==> config.mk <==
export PLATFORM = sky130hd
export DESIGN_NAME = first_point_within_radius_search
export DESIGN_NICKNAME = d
export VERILOG_FILES = /design/src/hdl/fprs_pkg.sv /design/src/hdl/fprs_queue.sv /design/src/hdl/fprs_front.sv /design/src/hdl/fprs_back.sv /design/src/hdl/first_point_within_radius_search.sv
export SDC_FILE = /design/constraint.sdc
export NUM_CORES = 2
export LEC_CHECK = 0
export ABC_CLOCK_PERIOD_IN_PS = 8800
export BUFFER_PORTS_ARGS = -buffer_cell sky130_fd_sc_hd__buf_2
export CAP_MARGIN = 20
export CELL_PAD_IN_SITES_DETAIL_PLACEMENT = 2
export CELL_PAD_IN_SITES_GLOBAL_PLACEMENT = 2
export CORE_MARGIN = 5
export CORE_UTILIZATION = 43
export CTS_BUF_LIST = sky130_fd_sc_hd__clkbuf_4
export CTS_CLUSTER_DIAMETER = 60
export CTS_CLUSTER_SIZE = 20
export DETAILED_ROUTE_END_ITERATION = 10
export PLACE_DENSITY_LB_ADDON = 0.1
export RECOVER_POWER = 50
export SLEW_MARGIN = 10
export SYNTH_ARGS = -nofsm -noshare
export SYNTH_HDL_FRONTEND = slang
export SYNTH_SLANG_ARGS = --single-unit
export TNS_END_PERCENT = 10
==> constraint.sdc <==
create_clock -name clk -period 8.8 [get_ports clk]
set_input_delay 0 -clock clk [delete_from_list [all_inputs] [get_ports clk]]
set_output_delay 0 -clock clk [all_outputs]
set_load 0.03 [all_outputs]
==> src/hdl/fprs_pkg.sv <==
// Shared types, constants and helpers of the radius search block.
package fprs_pkg;

    localparam int COORD_BITS_DEF = 24;
    localparam int MAX_POINTS_DEF = 65536;
    localparam int RADIUS_BITS    = 52;
    localparam int INDEX_BITS     = 16;
    localparam int CFG_INDEX_BITS = 2;

    // Queue depths; both must be powers of two.
    localparam int MID_DEPTH = 8;
    localparam int OUT_DEPTH = 2;

    typedef enum logic [CFG_INDEX_BITS-1:0] {
        REG_QUERY_X = 2'd0,
        REG_QUERY_Y = 2'd1,
        REG_QUERY_Z = 2'd2
    } cfg_reg_t;

    // Classified point handed from the distance pipeline to the sequencer.
    typedef struct packed {
        logic hit;
        logic last;
    } mid_item_t;

    // Occupancy of the distance pipeline stages.
    typedef struct packed {
        logic a_valid;
        logic b_valid;
        logic c_valid;
    } front_stat_t;

    typedef struct packed {
        logic                  found;
        logic [INDEX_BITS-1:0] index;
    } result_t;

    // Largest index the point counter reaches.
    function automatic logic [INDEX_BITS-1:0] index_cap(input int max_points);
        int idx_max;
        idx_max = (1 << INDEX_BITS) - 1;
        if (max_points - 1 > idx_max)
            return INDEX_BITS'(idx_max);
        return INDEX_BITS'(max_points - 1);
    endfunction

endpackage

==> src/hdl/fprs_queue.sv <==
// Small register FIFO with occupancy count; DEPTH must be a power of two.
module fprs_queue
    import fprs_pkg::*;
#(
    parameter int WIDTH = 1,
    parameter int DEPTH = 2
)
(
    input  logic                       clk,
    input  logic                       rst_n,
    input  logic                       wr_en,
    input  logic [WIDTH-1:0]           wr_data,
    input  logic                       rd_en,
    output logic [WIDTH-1:0]           rd_data,
    output logic                       empty,
    output logic                       full,
    output logic [$clog2(DEPTH+1)-1:0] count
);

    localparam int AW = (DEPTH > 1) ? $clog2(DEPTH) : 1;
    localparam int CW = $clog2(DEPTH + 1);

    logic [WIDTH-1:0] mem_reg [DEPTH];
    logic [AW-1:0]    wr_ptr_reg, wr_ptr_next;
    logic [AW-1:0]    rd_ptr_reg, rd_ptr_next;
    logic [CW-1:0]    count_reg, count_next;
    logic             do_wr, do_rd;

    assign empty = (count_reg == '0);
    assign full  = (count_reg == CW'(DEPTH));
    assign count = count_reg;
    assign do_wr = wr_en && !full;
    assign do_rd = rd_en && !empty;
    assign rd_data = mem_reg[rd_ptr_reg];

    always_comb
    begin
        wr_ptr_next = do_wr ? wr_ptr_reg + AW'(1) : wr_ptr_reg;
        rd_ptr_next = do_rd ? rd_ptr_reg + AW'(1) : rd_ptr_reg;
        count_next  = count_reg + CW'(do_wr) - CW'(do_rd);
    end

    always_ff @(posedge clk)
    begin
        if (do_wr)
        begin
            mem_reg[wr_ptr_reg] <= wr_data;
        end
    end

    always_ff @(posedge clk or negedge rst_n)
    begin
        if (!rst_n)
        begin
            wr_ptr_reg <= '0;
            rd_ptr_reg <= '0;
            count_reg  <= '0;
        end
        else
        begin
            wr_ptr_reg <= wr_ptr_next;
            rd_ptr_reg <= rd_ptr_next;
            count_reg  <= count_next;
        end
    end

endmodule

==> src/hdl/fprs_front.sv <==
// Distance pipeline: classify each point as inside or outside its radius.
module fprs_front
    import fprs_pkg::*;
#(
    parameter int COORD_BITS = COORD_BITS_DEF
)
(
    input  logic                   clk,
    input  logic                   rst_n,
    input  logic                   in_valid,
    input  logic [COORD_BITS-1:0]  point_x,
    input  logic [COORD_BITS-1:0]  point_y,
    input  logic [COORD_BITS-1:0]  point_z,
    input  logic [RADIUS_BITS-1:0] radius_sq,
    input  logic                   last_point,
    input  logic [COORD_BITS-1:0]  query_x,
    input  logic [COORD_BITS-1:0]  query_y,
    input  logic [COORD_BITS-1:0]  query_z,
    output logic                   out_valid,
    output mid_item_t              out_item,
    output front_stat_t            stat
);

    localparam int CB   = COORD_BITS;
    localparam int SQW  = 2 * CB;
    localparam int SUMW = SQW + 2;
    localparam int CMPW = (SUMW > RADIUS_BITS) ? SUMW : RADIUS_BITS;

    // Stage A: absolute coordinate differences.
    logic                   a_valid_reg, a_valid_next;
    logic [CB-1:0]          mag_x_reg, mag_y_reg, mag_z_reg;
    logic [CB-1:0]          mag_x_next, mag_y_next, mag_z_next;
    logic [RADIUS_BITS-1:0] rad_a_reg;
    logic                   last_a_reg;

    // Stage B: squares.
    logic                   b_valid_reg, b_valid_next;
    logic [SQW-1:0]         sq_x_reg, sq_y_reg, sq_z_reg;
    logic [SQW-1:0]         sq_x_next, sq_y_next, sq_z_next;
    logic [RADIUS_BITS-1:0] rad_b_reg;
    logic                   last_b_reg;

    // Stage C: distance compare.
    logic                   c_valid_reg, c_valid_next;
    logic                   hit_c_reg, hit_c_next;
    logic                   last_c_reg;

    logic [CB:0]            dx, dy, dz, nx, ny, nz;
    logic [SUMW-1:0]        dist_sq;

    always_comb
    begin
        // Sign-extend by one bit so the difference is exact.
        dx = {query_x[CB-1], query_x} - {point_x[CB-1], point_x};
        dy = {query_y[CB-1], query_y} - {point_y[CB-1], point_y};
        dz = {query_z[CB-1], query_z} - {point_z[CB-1], point_z};
        nx = -dx;
        ny = -dy;
        nz = -dz;
        // Magnitude stays below 2^CB, so CB bits hold it.
        mag_x_next = dx[CB] ? nx[CB-1:0] : dx[CB-1:0];
        mag_y_next = dy[CB] ? ny[CB-1:0] : dy[CB-1:0];
        mag_z_next = dz[CB] ? nz[CB-1:0] : dz[CB-1:0];
        a_valid_next = in_valid;

        sq_x_next = SQW'(mag_x_reg) * SQW'(mag_x_reg);
        sq_y_next = SQW'(mag_y_reg) * SQW'(mag_y_reg);
        sq_z_next = SQW'(mag_z_reg) * SQW'(mag_z_reg);
        b_valid_next = a_valid_reg;

        dist_sq = SUMW'(sq_x_reg) + SUMW'(sq_y_reg) + SUMW'(sq_z_reg);
        hit_c_next   = CMPW'(rad_b_reg) > CMPW'(dist_sq);
        c_valid_next = b_valid_reg;
    end

    always_ff @(posedge clk)
    begin
        mag_x_reg  <= mag_x_next;
        mag_y_reg  <= mag_y_next;
        mag_z_reg  <= mag_z_next;
        rad_a_reg  <= radius_sq;
        last_a_reg <= last_point;
        sq_x_reg   <= sq_x_next;
        sq_y_reg   <= sq_y_next;
        sq_z_reg   <= sq_z_next;
        rad_b_reg  <= rad_a_reg;
        last_b_reg <= last_a_reg;
        hit_c_reg  <= hit_c_next;
        last_c_reg <= last_b_reg;
    end

    always_ff @(posedge clk or negedge rst_n)
    begin
        if (!rst_n)
        begin
            a_valid_reg <= 1'b0;
            b_valid_reg <= 1'b0;
            c_valid_reg <= 1'b0;
        end
        else
        begin
            a_valid_reg <= a_valid_next;
            b_valid_reg <= b_valid_next;
            c_valid_reg <= c_valid_next;
        end
    end

    assign out_valid     = c_valid_reg;
    assign out_item.hit  = hit_c_reg;
    assign out_item.last = last_c_reg;
    assign stat.a_valid  = a_valid_reg;
    assign stat.b_valid  = b_valid_reg;
    assign stat.c_valid  = c_valid_reg;

endmodule

==> src/hdl/fprs_back.sv <==
// Search sequencer: track point index and match state, emit results.
module fprs_back
    import fprs_pkg::*;
#(
    parameter int MAX_POINTS = MAX_POINTS_DEF
)
(
    input  logic      clk,
    input  logic      rst_n,
    input  logic      mid_valid,
    input  mid_item_t mid_item,
    output logic      mid_pop,
    input  logic      res_full,
    output logic      res_push,
    output result_t   res
);

    localparam logic [INDEX_BITS-1:0] IDX_CAP = index_cap(MAX_POINTS);

    logic [INDEX_BITS-1:0] idx_reg, idx_next;
    logic                  done_reg, done_next;
    logic                  take;

    assign take    = mid_valid && !res_full;
    assign mid_pop = take;

    always_comb
    begin
        // Report a first match, or a miss on the last point of a search.
        res_push  = take && !done_reg && (mid_item.hit || mid_item.last);
        res.found = mid_item.hit;
        res.index = mid_item.hit ? idx_reg : '0;
    end

    always_comb
    begin
        idx_next  = idx_reg;
        done_next = done_reg;
        if (take)
        begin
            if (mid_item.last)
            begin
                idx_next  = '0;
                done_next = 1'b0;
            end
            else
            begin
                done_next = done_reg || mid_item.hit;
                if (idx_reg < IDX_CAP)
                begin
                    idx_next = idx_reg + INDEX_BITS'(1);
                end
            end
        end
    end

    always_ff @(posedge clk or negedge rst_n)
    begin
        if (!rst_n)
        begin
            idx_reg  <= '0;
            done_reg <= 1'b0;
        end
        else
        begin
            idx_reg  <= idx_next;
            done_reg <= done_next;
        end
    end

endmodule

==> src/hdl/first_point_within_radius_search.sv <==
// Top level of the first-point-within-radius search block.
//
// Usage: load the query position through the config channel (cfg_index 0..2
// for x, y, z; cfg_ready is always high), then push candidate points, one
// request per cycle while full is low. Mark the final point of each search
// with last_point. For each search the result queue gets exactly one request:
// found=1 with the index of the first point whose radius_sq exceeds its
// squared distance, or found=0 and index 0 after the last point. Points after
// a match are dropped without a result.
// Path: three distance stages, the middle queue, the sequencer step, then
// the output queue. Throughput: one point per cycle while full is low, set
// by the pipelined distance unit and the single-step sequencer.
// Stall: when pop stays low, results collect in a 2-entry output queue, then
// classified points back up in an 8-entry middle queue; full rises once the
// middle queue plus points in flight could overflow it.
// Reset: clears the query to the origin, the point index, the match flag and
// both queues.
module first_point_within_radius_search
    import fprs_pkg::*;
#(
    parameter int MAX_POINTS = MAX_POINTS_DEF,
    parameter int COORD_BITS = COORD_BITS_DEF
)
(
    input  logic                      clk,
    input  logic                      rst_n,
    // Point requests
    input  logic                      push,
    output logic                      full,
    input  logic [COORD_BITS-1:0]     point_x,
    input  logic [COORD_BITS-1:0]     point_y,
    input  logic [COORD_BITS-1:0]     point_z,
    input  logic [RADIUS_BITS-1:0]    radius_sq,
    input  logic                      last_point,
    // Result requests
    output logic                      empty,
    input  logic                      pop,
    output logic                      found,
    output logic [INDEX_BITS-1:0]     match_index,
    // Configuration writes
    input  logic                      cfg_valid,
    output logic                      cfg_ready,
    input  logic [CFG_INDEX_BITS-1:0] cfg_index,
    input  logic [COORD_BITS-1:0]     cfg_data
);

    localparam int MCW  = $clog2(MID_DEPTH + 1);
    localparam int OCW  = $clog2(OUT_DEPTH + 1);
    localparam int FILW = MCW + 1;

    logic [COORD_BITS-1:0] query_x_reg, query_y_reg, query_z_reg;
    logic [COORD_BITS-1:0] query_x_next, query_y_next, query_z_next;

    logic              accept;
    logic              front_valid;
    mid_item_t         front_item;
    front_stat_t       front_stat;

    logic              mid_empty, mid_full, mid_pop;
    logic [MCW-1:0]    mid_count;
    mid_item_t         mid_item;
    logic [FILW-1:0]   mid_fill;

    logic              res_push, res_full;
    logic [OCW-1:0]    res_count;
    result_t           res_in, res_out;

    // Config registers: writes take effect in the next cycle, unknown indexes are dropped.
    assign cfg_ready = 1'b1;

    always_comb
    begin
        query_x_next = query_x_reg;
        query_y_next = query_y_reg;
        query_z_next = query_z_reg;
        if (cfg_valid)
        begin
            case (cfg_index)
                REG_QUERY_X: query_x_next = cfg_data;
                REG_QUERY_Y: query_y_next = cfg_data;
                REG_QUERY_Z: query_z_next = cfg_data;
                default:     ;
            endcase
        end
    end

    always_ff @(posedge clk or negedge rst_n)
    begin
        if (!rst_n)
        begin
            query_x_reg <= '0;
            query_y_reg <= '0;
            query_z_reg <= '0;
        end
        else
        begin
            query_x_reg <= query_x_next;
            query_y_reg <= query_y_next;
            query_z_reg <= query_z_next;
        end
    end

    // Hold off new points while the middle queue plus the distance
    // pipeline could fill it; the pipeline itself never stalls.
    assign mid_fill = FILW'(mid_count) + FILW'(front_stat.a_valid)
                    + FILW'(front_stat.b_valid) + FILW'(front_stat.c_valid);
    assign full     = (mid_fill >= FILW'(MID_DEPTH));
    assign accept   = push && !full;

    fprs_front #(
        .COORD_BITS (COORD_BITS)
    ) u_front (
        .clk        (clk),
        .rst_n      (rst_n),
        .in_valid   (accept),
        .point_x    (point_x),
        .point_y    (point_y),
        .point_z    (point_z),
        .radius_sq  (radius_sq),
        .last_point (last_point),
        .query_x    (query_x_reg),
        .query_y    (query_y_reg),
        .query_z    (query_z_reg),
        .out_valid  (front_valid),
        .out_item   (front_item),
        .stat       (front_stat)
    );

    fprs_queue #(
        .WIDTH ($bits(mid_item_t)),
        .DEPTH (MID_DEPTH)
    ) u_mid_queue (
        .clk     (clk),
        .rst_n   (rst_n),
        .wr_en   (front_valid),
        .wr_data (front_item),
        .rd_en   (mid_pop),
        .rd_data (mid_item),
        .empty   (mid_empty),
        .full    (mid_full),
        .count   (mid_count)
    );

    fprs_back #(
        .MAX_POINTS (MAX_POINTS)
    ) u_back (
        .clk       (clk),
        .rst_n     (rst_n),
        .mid_valid (!mid_empty),
        .mid_item  (mid_item),
        .mid_pop   (mid_pop),
        .res_full  (res_full),
        .res_push  (res_push),
        .res       (res_in)
    );

    // Result queue: parts the sequencer from a stalled receiver.
    fprs_queue #(
        .WIDTH ($bits(result_t)),
        .DEPTH (OUT_DEPTH)
    ) u_out_queue (
        .clk     (clk),
        .rst_n   (rst_n),
        .wr_en   (res_push),
        .wr_data (res_in),
        .rd_en   (pop),
        .rd_data (res_out),
        .empty   (empty),
        .full    (res_full),
        .count   (res_count)
    );

    assign found       = res_out.found;
    assign match_index = res_out.index;

endmodule

==> results.txt <==
Commonest non-fill, non-tap cell in the layout: sky130_fd_sc_hd__inv_1. The startpoint identified for the worst register-to-register timing path is u_front.sq_y_reg[3]. The type of origin of the critical path was a flop.

The run gives 3 as the count of H-tree levels built during CTS. Sequential cells were found to cover 14.4% of the synthesized design area. The run gives 0.864 as the weighted congestion at the end of routability-driven global placement. Among the stages of the critical path, the cell type that occurs most often is sky130_fd_sc_hd__a21o_1. Adding up every negative setup slack in the final design gives 0 ns. The class of the most critical setup path was flop to flop. The wire length per cell came out at 25.0 um. In this run, CTS created clock tree buffers numbering 71. For this block, the initial DRC count from the detailed router was 2437. The tools report the gate count after technology mapping as 7781.

The total wirelength of the detailed-routed design was 266000 um. The later pin in the worst-skew pair is clocked with a latency of 1.15 ns. Worst hold-check path type: primary input to flop.

The top cell type by area accounts for 35.0% of the synthesized area. The number of flops mapped to enable cells by yosys was 50. At the worst endpoint, the arrival time is 9.37 ns. The height of the chip is 423 um, and the maximum root-to-sink buffer count is 3. The number of top-level pins was 176; the final setup violation count was 0. The most area-hungry cell type in the Yosys netlist was sky130_fd_sc_hd__fa_1. The cell chosen for the clock root is sky130_fd_sc_hd__clkbuf_4. The clock net in this run drives a total of 477 sinks. The flow ran to the end, but the final reports show violations.

Setup repair after global routing left no endpoint under its margin. The count of standard-cell rows was 151; the wire length of the first global-routing pass was 415000 um. The run gives 30.1% as the combined global-route utilization of all metal layers. The net count reported at finish came out at 10500.

From left edge to right edge, the die measures 423 um. The final hold violation count was 0; the tightest hold margin was 0.165 ns. The transition at the pin with the smallest max-transition slack is 4.00 ns, and the pin count of the biggest net entering global routing is 62. Across the run, the number of max-cap violations was 5.

The floorplan step defined a die boundary enclosing 179000 um^2. The clock slew seen by the registers of the worst setup and hold paths works out to 0.16 ns. The source of the critical timing path is u_front.sq_y_reg[3]. For this design, the slowest cell found on the critical path is sky130_fd_sc_hd__a2111oi_0. Yosys printed 0 warnings. The fraction of registers with async set/reset was 22.2%; the net count after synthesis was 9980.

The endpoint class of the critical path was a flop. The synthesized design contains 477 register bits. TritonCTS built the clock tree.

The primary flip-flop cell chosen by synthesis mapping is sky130_fd_sc_hd__dfxtp_1. At the end of the flow the core is filled with cells to 48.7%. The first-pass iteration count of the detailed router is 7, and the relative slew slack is -167%.

After detailed routing, the number of remaining DRC violations is 0. The area growth from synthesis to layout is 12.7%. The run gives 184 as the max-slew violation total from the final report.

The library cells used most frequently in the layout, excluding fill and tap cells, are sky130_fd_sc_hd__inv_1 (1843), sky130_fd_sc_hd__fa_1 (1280), sky130_fd_sc_hd__ha_1 (763). Once the clock tree was built, the resizer swapped 0 gates to a different size. The origin of the worst min-delay path was radius_sq[42]. The number of global-route vias before repair is 69600, and the count of input and output buffers is 174.

Dividing the detail-routed via count by the number of cells gives 5.37. The global-route congestion overflow total came out at 0. The via count of the routed design was 57100; the sum of buffers and inverters on the critical path was 0. The mean area per synthesized cell was 9.42 um^2. The area of the core is 169000 um^2, and the number of nets with antenna violations after routing is 0. The final reports fail on capacitance limit, slew limit. After synthesis the cells add up to 73300 um^2. The initial antenna violation count is 9. Synthesis instantiated 100 different standard cells from the library.

The maximum clock skew at final layout is 0.0868 ns, and the maximum clock frequency is 0.119 GHz. For the estimated wirelength of the detail-placed design, the log shows 207000 um. STA puts the critical path data required time at 9.74 ns.

The biggest fanout along the worst timing path came out at 6. The kind of cell with the highest combined delay along the critical path is compound AO/OA/AOI/OAI gates. Sorting the synthesized cells by area gives the leading types as sky130_fd_sc_hd__fa_1 (35%), sky130_fd_sc_hd__ha_1 (13%), sky130_fd_sc_hd__inv_1 (9.4%). Counting I/O delays and the setup requirement, the final critical path takes 8.43 ns. In the final layout, the share of cells above drive strength 1 is 6.74%. For this configuration, the core starts out at a cell density of 43.2%. After layout, the worst path uses 95.8% of the clock period. Delay of the slowest critical-path stage: 0.81 ns.
-- what timing repair did --
action | CTS | global route
hold endpoints to repair | 306 | 0
buffers inserted | 0 | 0
hold buffers | 412 | 0
-- kinds of logic (layout without fill, tap and decap cells) --
kind of cell / Yosys count / count (layout) / share of synthesized area, %
muxes: 117 / 117 / 1.83
DFF: 477 / 477 / 14.4
other: 1 / 16 / 0.00512
adders and majority gates: 2043 / 2043 / 48.0
AOI/OAI and AO/OA: 1047 / 1047 / 9.41
xor gates and xnor gates: 354 / 354 / 4.23
and+or+nand+nor: 1681 / 1681 / 11.5
buffers and inverters: 2061 / 2683 / 10.6
-- layer usage --
metal	wire length (um)	GRT usage, %	up-vias
li1	-	-	25400
met1	107000	35.9	30000
met2	134000	53.8	1147
met3	8020	2.95	567
met4	17300	15.7	2
met5	12	0	-
-- per-stage QoR --
stage	area, um^2	setup slack, ns	std cells
2_1_floorplan	73300	1.88	7781
3_3_place_gp	77100	0.888	10100
3_5_place_dp	77100	0.697	10100
4_1_cts	82600	0.539	10600
5_1_grt	82600	0.0101	10600
6_report	82600	0.368	10600
-- Yosys cell counts (14+ instances only) --
| cell type | number |
|---|---|
| sky130_fd_sc_hd__nor4_1 | 16 |
| sky130_fd_sc_hd__o21bai_1 | 35 |
| sky130_fd_sc_hd__or3_1 | 19 |
| sky130_fd_sc_hd__and2_1 | 384 |
| sky130_fd_sc_hd__or2_2 | 24 |
| sky130_fd_sc_hd__inv_1 | 1843 |
| sky130_fd_sc_hd__a211oi_1 | 23 |
| sky130_fd_sc_hd__nand2b_1 | 40 |
| sky130_fd_sc_hd__nor3_1 | 74 |
| sky130_fd_sc_hd__and4_1 | 16 |
| sky130_fd_sc_hd__fa_1 | 1280 |
| sky130_fd_sc_hd__ha_1 | 763 |
| sky130_fd_sc_hd__and3_1 | 45 |
| sky130_fd_sc_hd__a211o_1 | 15 |
| sky130_fd_sc_hd__o21a_1 | 54 |
| sky130_fd_sc_hd__nand2_1 | 582 |
| sky130_fd_sc_hd__a21o_1 | 203 |
| sky130_fd_sc_hd__o21ai_0 | 167 |
| sky130_fd_sc_hd__clkbuf_1 | 208 |
| sky130_fd_sc_hd__dfxtp_1 | 321 |
| sky130_fd_sc_hd__edfxtp_1 | 50 |
| sky130_fd_sc_hd__o31ai_1 | 24 |
| sky130_fd_sc_hd__nand3_1 | 62 |
| sky130_fd_sc_hd__nor2b_1 | 70 |
| sky130_fd_sc_hd__a31oi_1 | 35 |
| sky130_fd_sc_hd__nor2_1 | 251 |
| sky130_fd_sc_hd__mux2_2 | 96 |
| sky130_fd_sc_hd__xnor2_1 | 232 |
| sky130_fd_sc_hd__o211ai_1 | 22 |
| sky130_fd_sc_hd__mux2i_1 | 17 |
| sky130_fd_sc_hd__a31o_2 | 14 |
| sky130_fd_sc_hd__nand4_1 | 45 |
| sky130_fd_sc_hd__xor2_1 | 122 |
| sky130_fd_sc_hd__dfrtp_1 | 106 |
| sky130_fd_sc_hd__a21oi_1 | 310 |
-- worst reg2reg max path: cells and delay by family, from the launching register on --
| family | cells | cell delay (ns) |
|---|---|---|
| XOR/XNOR | 2 | 0.44 |
| adder cells (fa/ha/maj) | 3 | 0.93 |
| AND/OR/NAND/NOR | 4 | 1.06 |
| AO/OA/AOI/OAI | 22 | 5.58 |
| flip-flops | 1 | 0.34 |
-- worst paths after layout --
check / endpoint / slack [ns] / cells past startpoint
hold / removal: u_front.rad_a_reg[42] / 0.17 / 3
setup reg to reg: u_front.hit_c_reg / 0.37 / 31
setup / recovery: u_front.hit_c_reg / 0.37 / 31
min in group asynchronous: query_z_reg[16] / 1.70 / 5
hold reg to reg: u_front.rad_b_reg[16] / 0.30 / 0
max in group asynchronous: u_back.idx_reg[5] / 4.43 / 5
-- layout make-up --
type | count | area [um^2]
fill | 18000 | 86900
clock buffer | 76 | 571
clock inverter | 56 | 798
multi-input combinational | 5243 | 55000
timing repair buffer | 708 | 5940
inverter | 1843 | 6920
tap | 2218 | 2780
sequential | 477 | 10600
antenna | 15 | 37.5
Power is left out: the tool's default activity adds up to more than one toggle a clock period on the data nets, which glitch-free logic cannot reach.
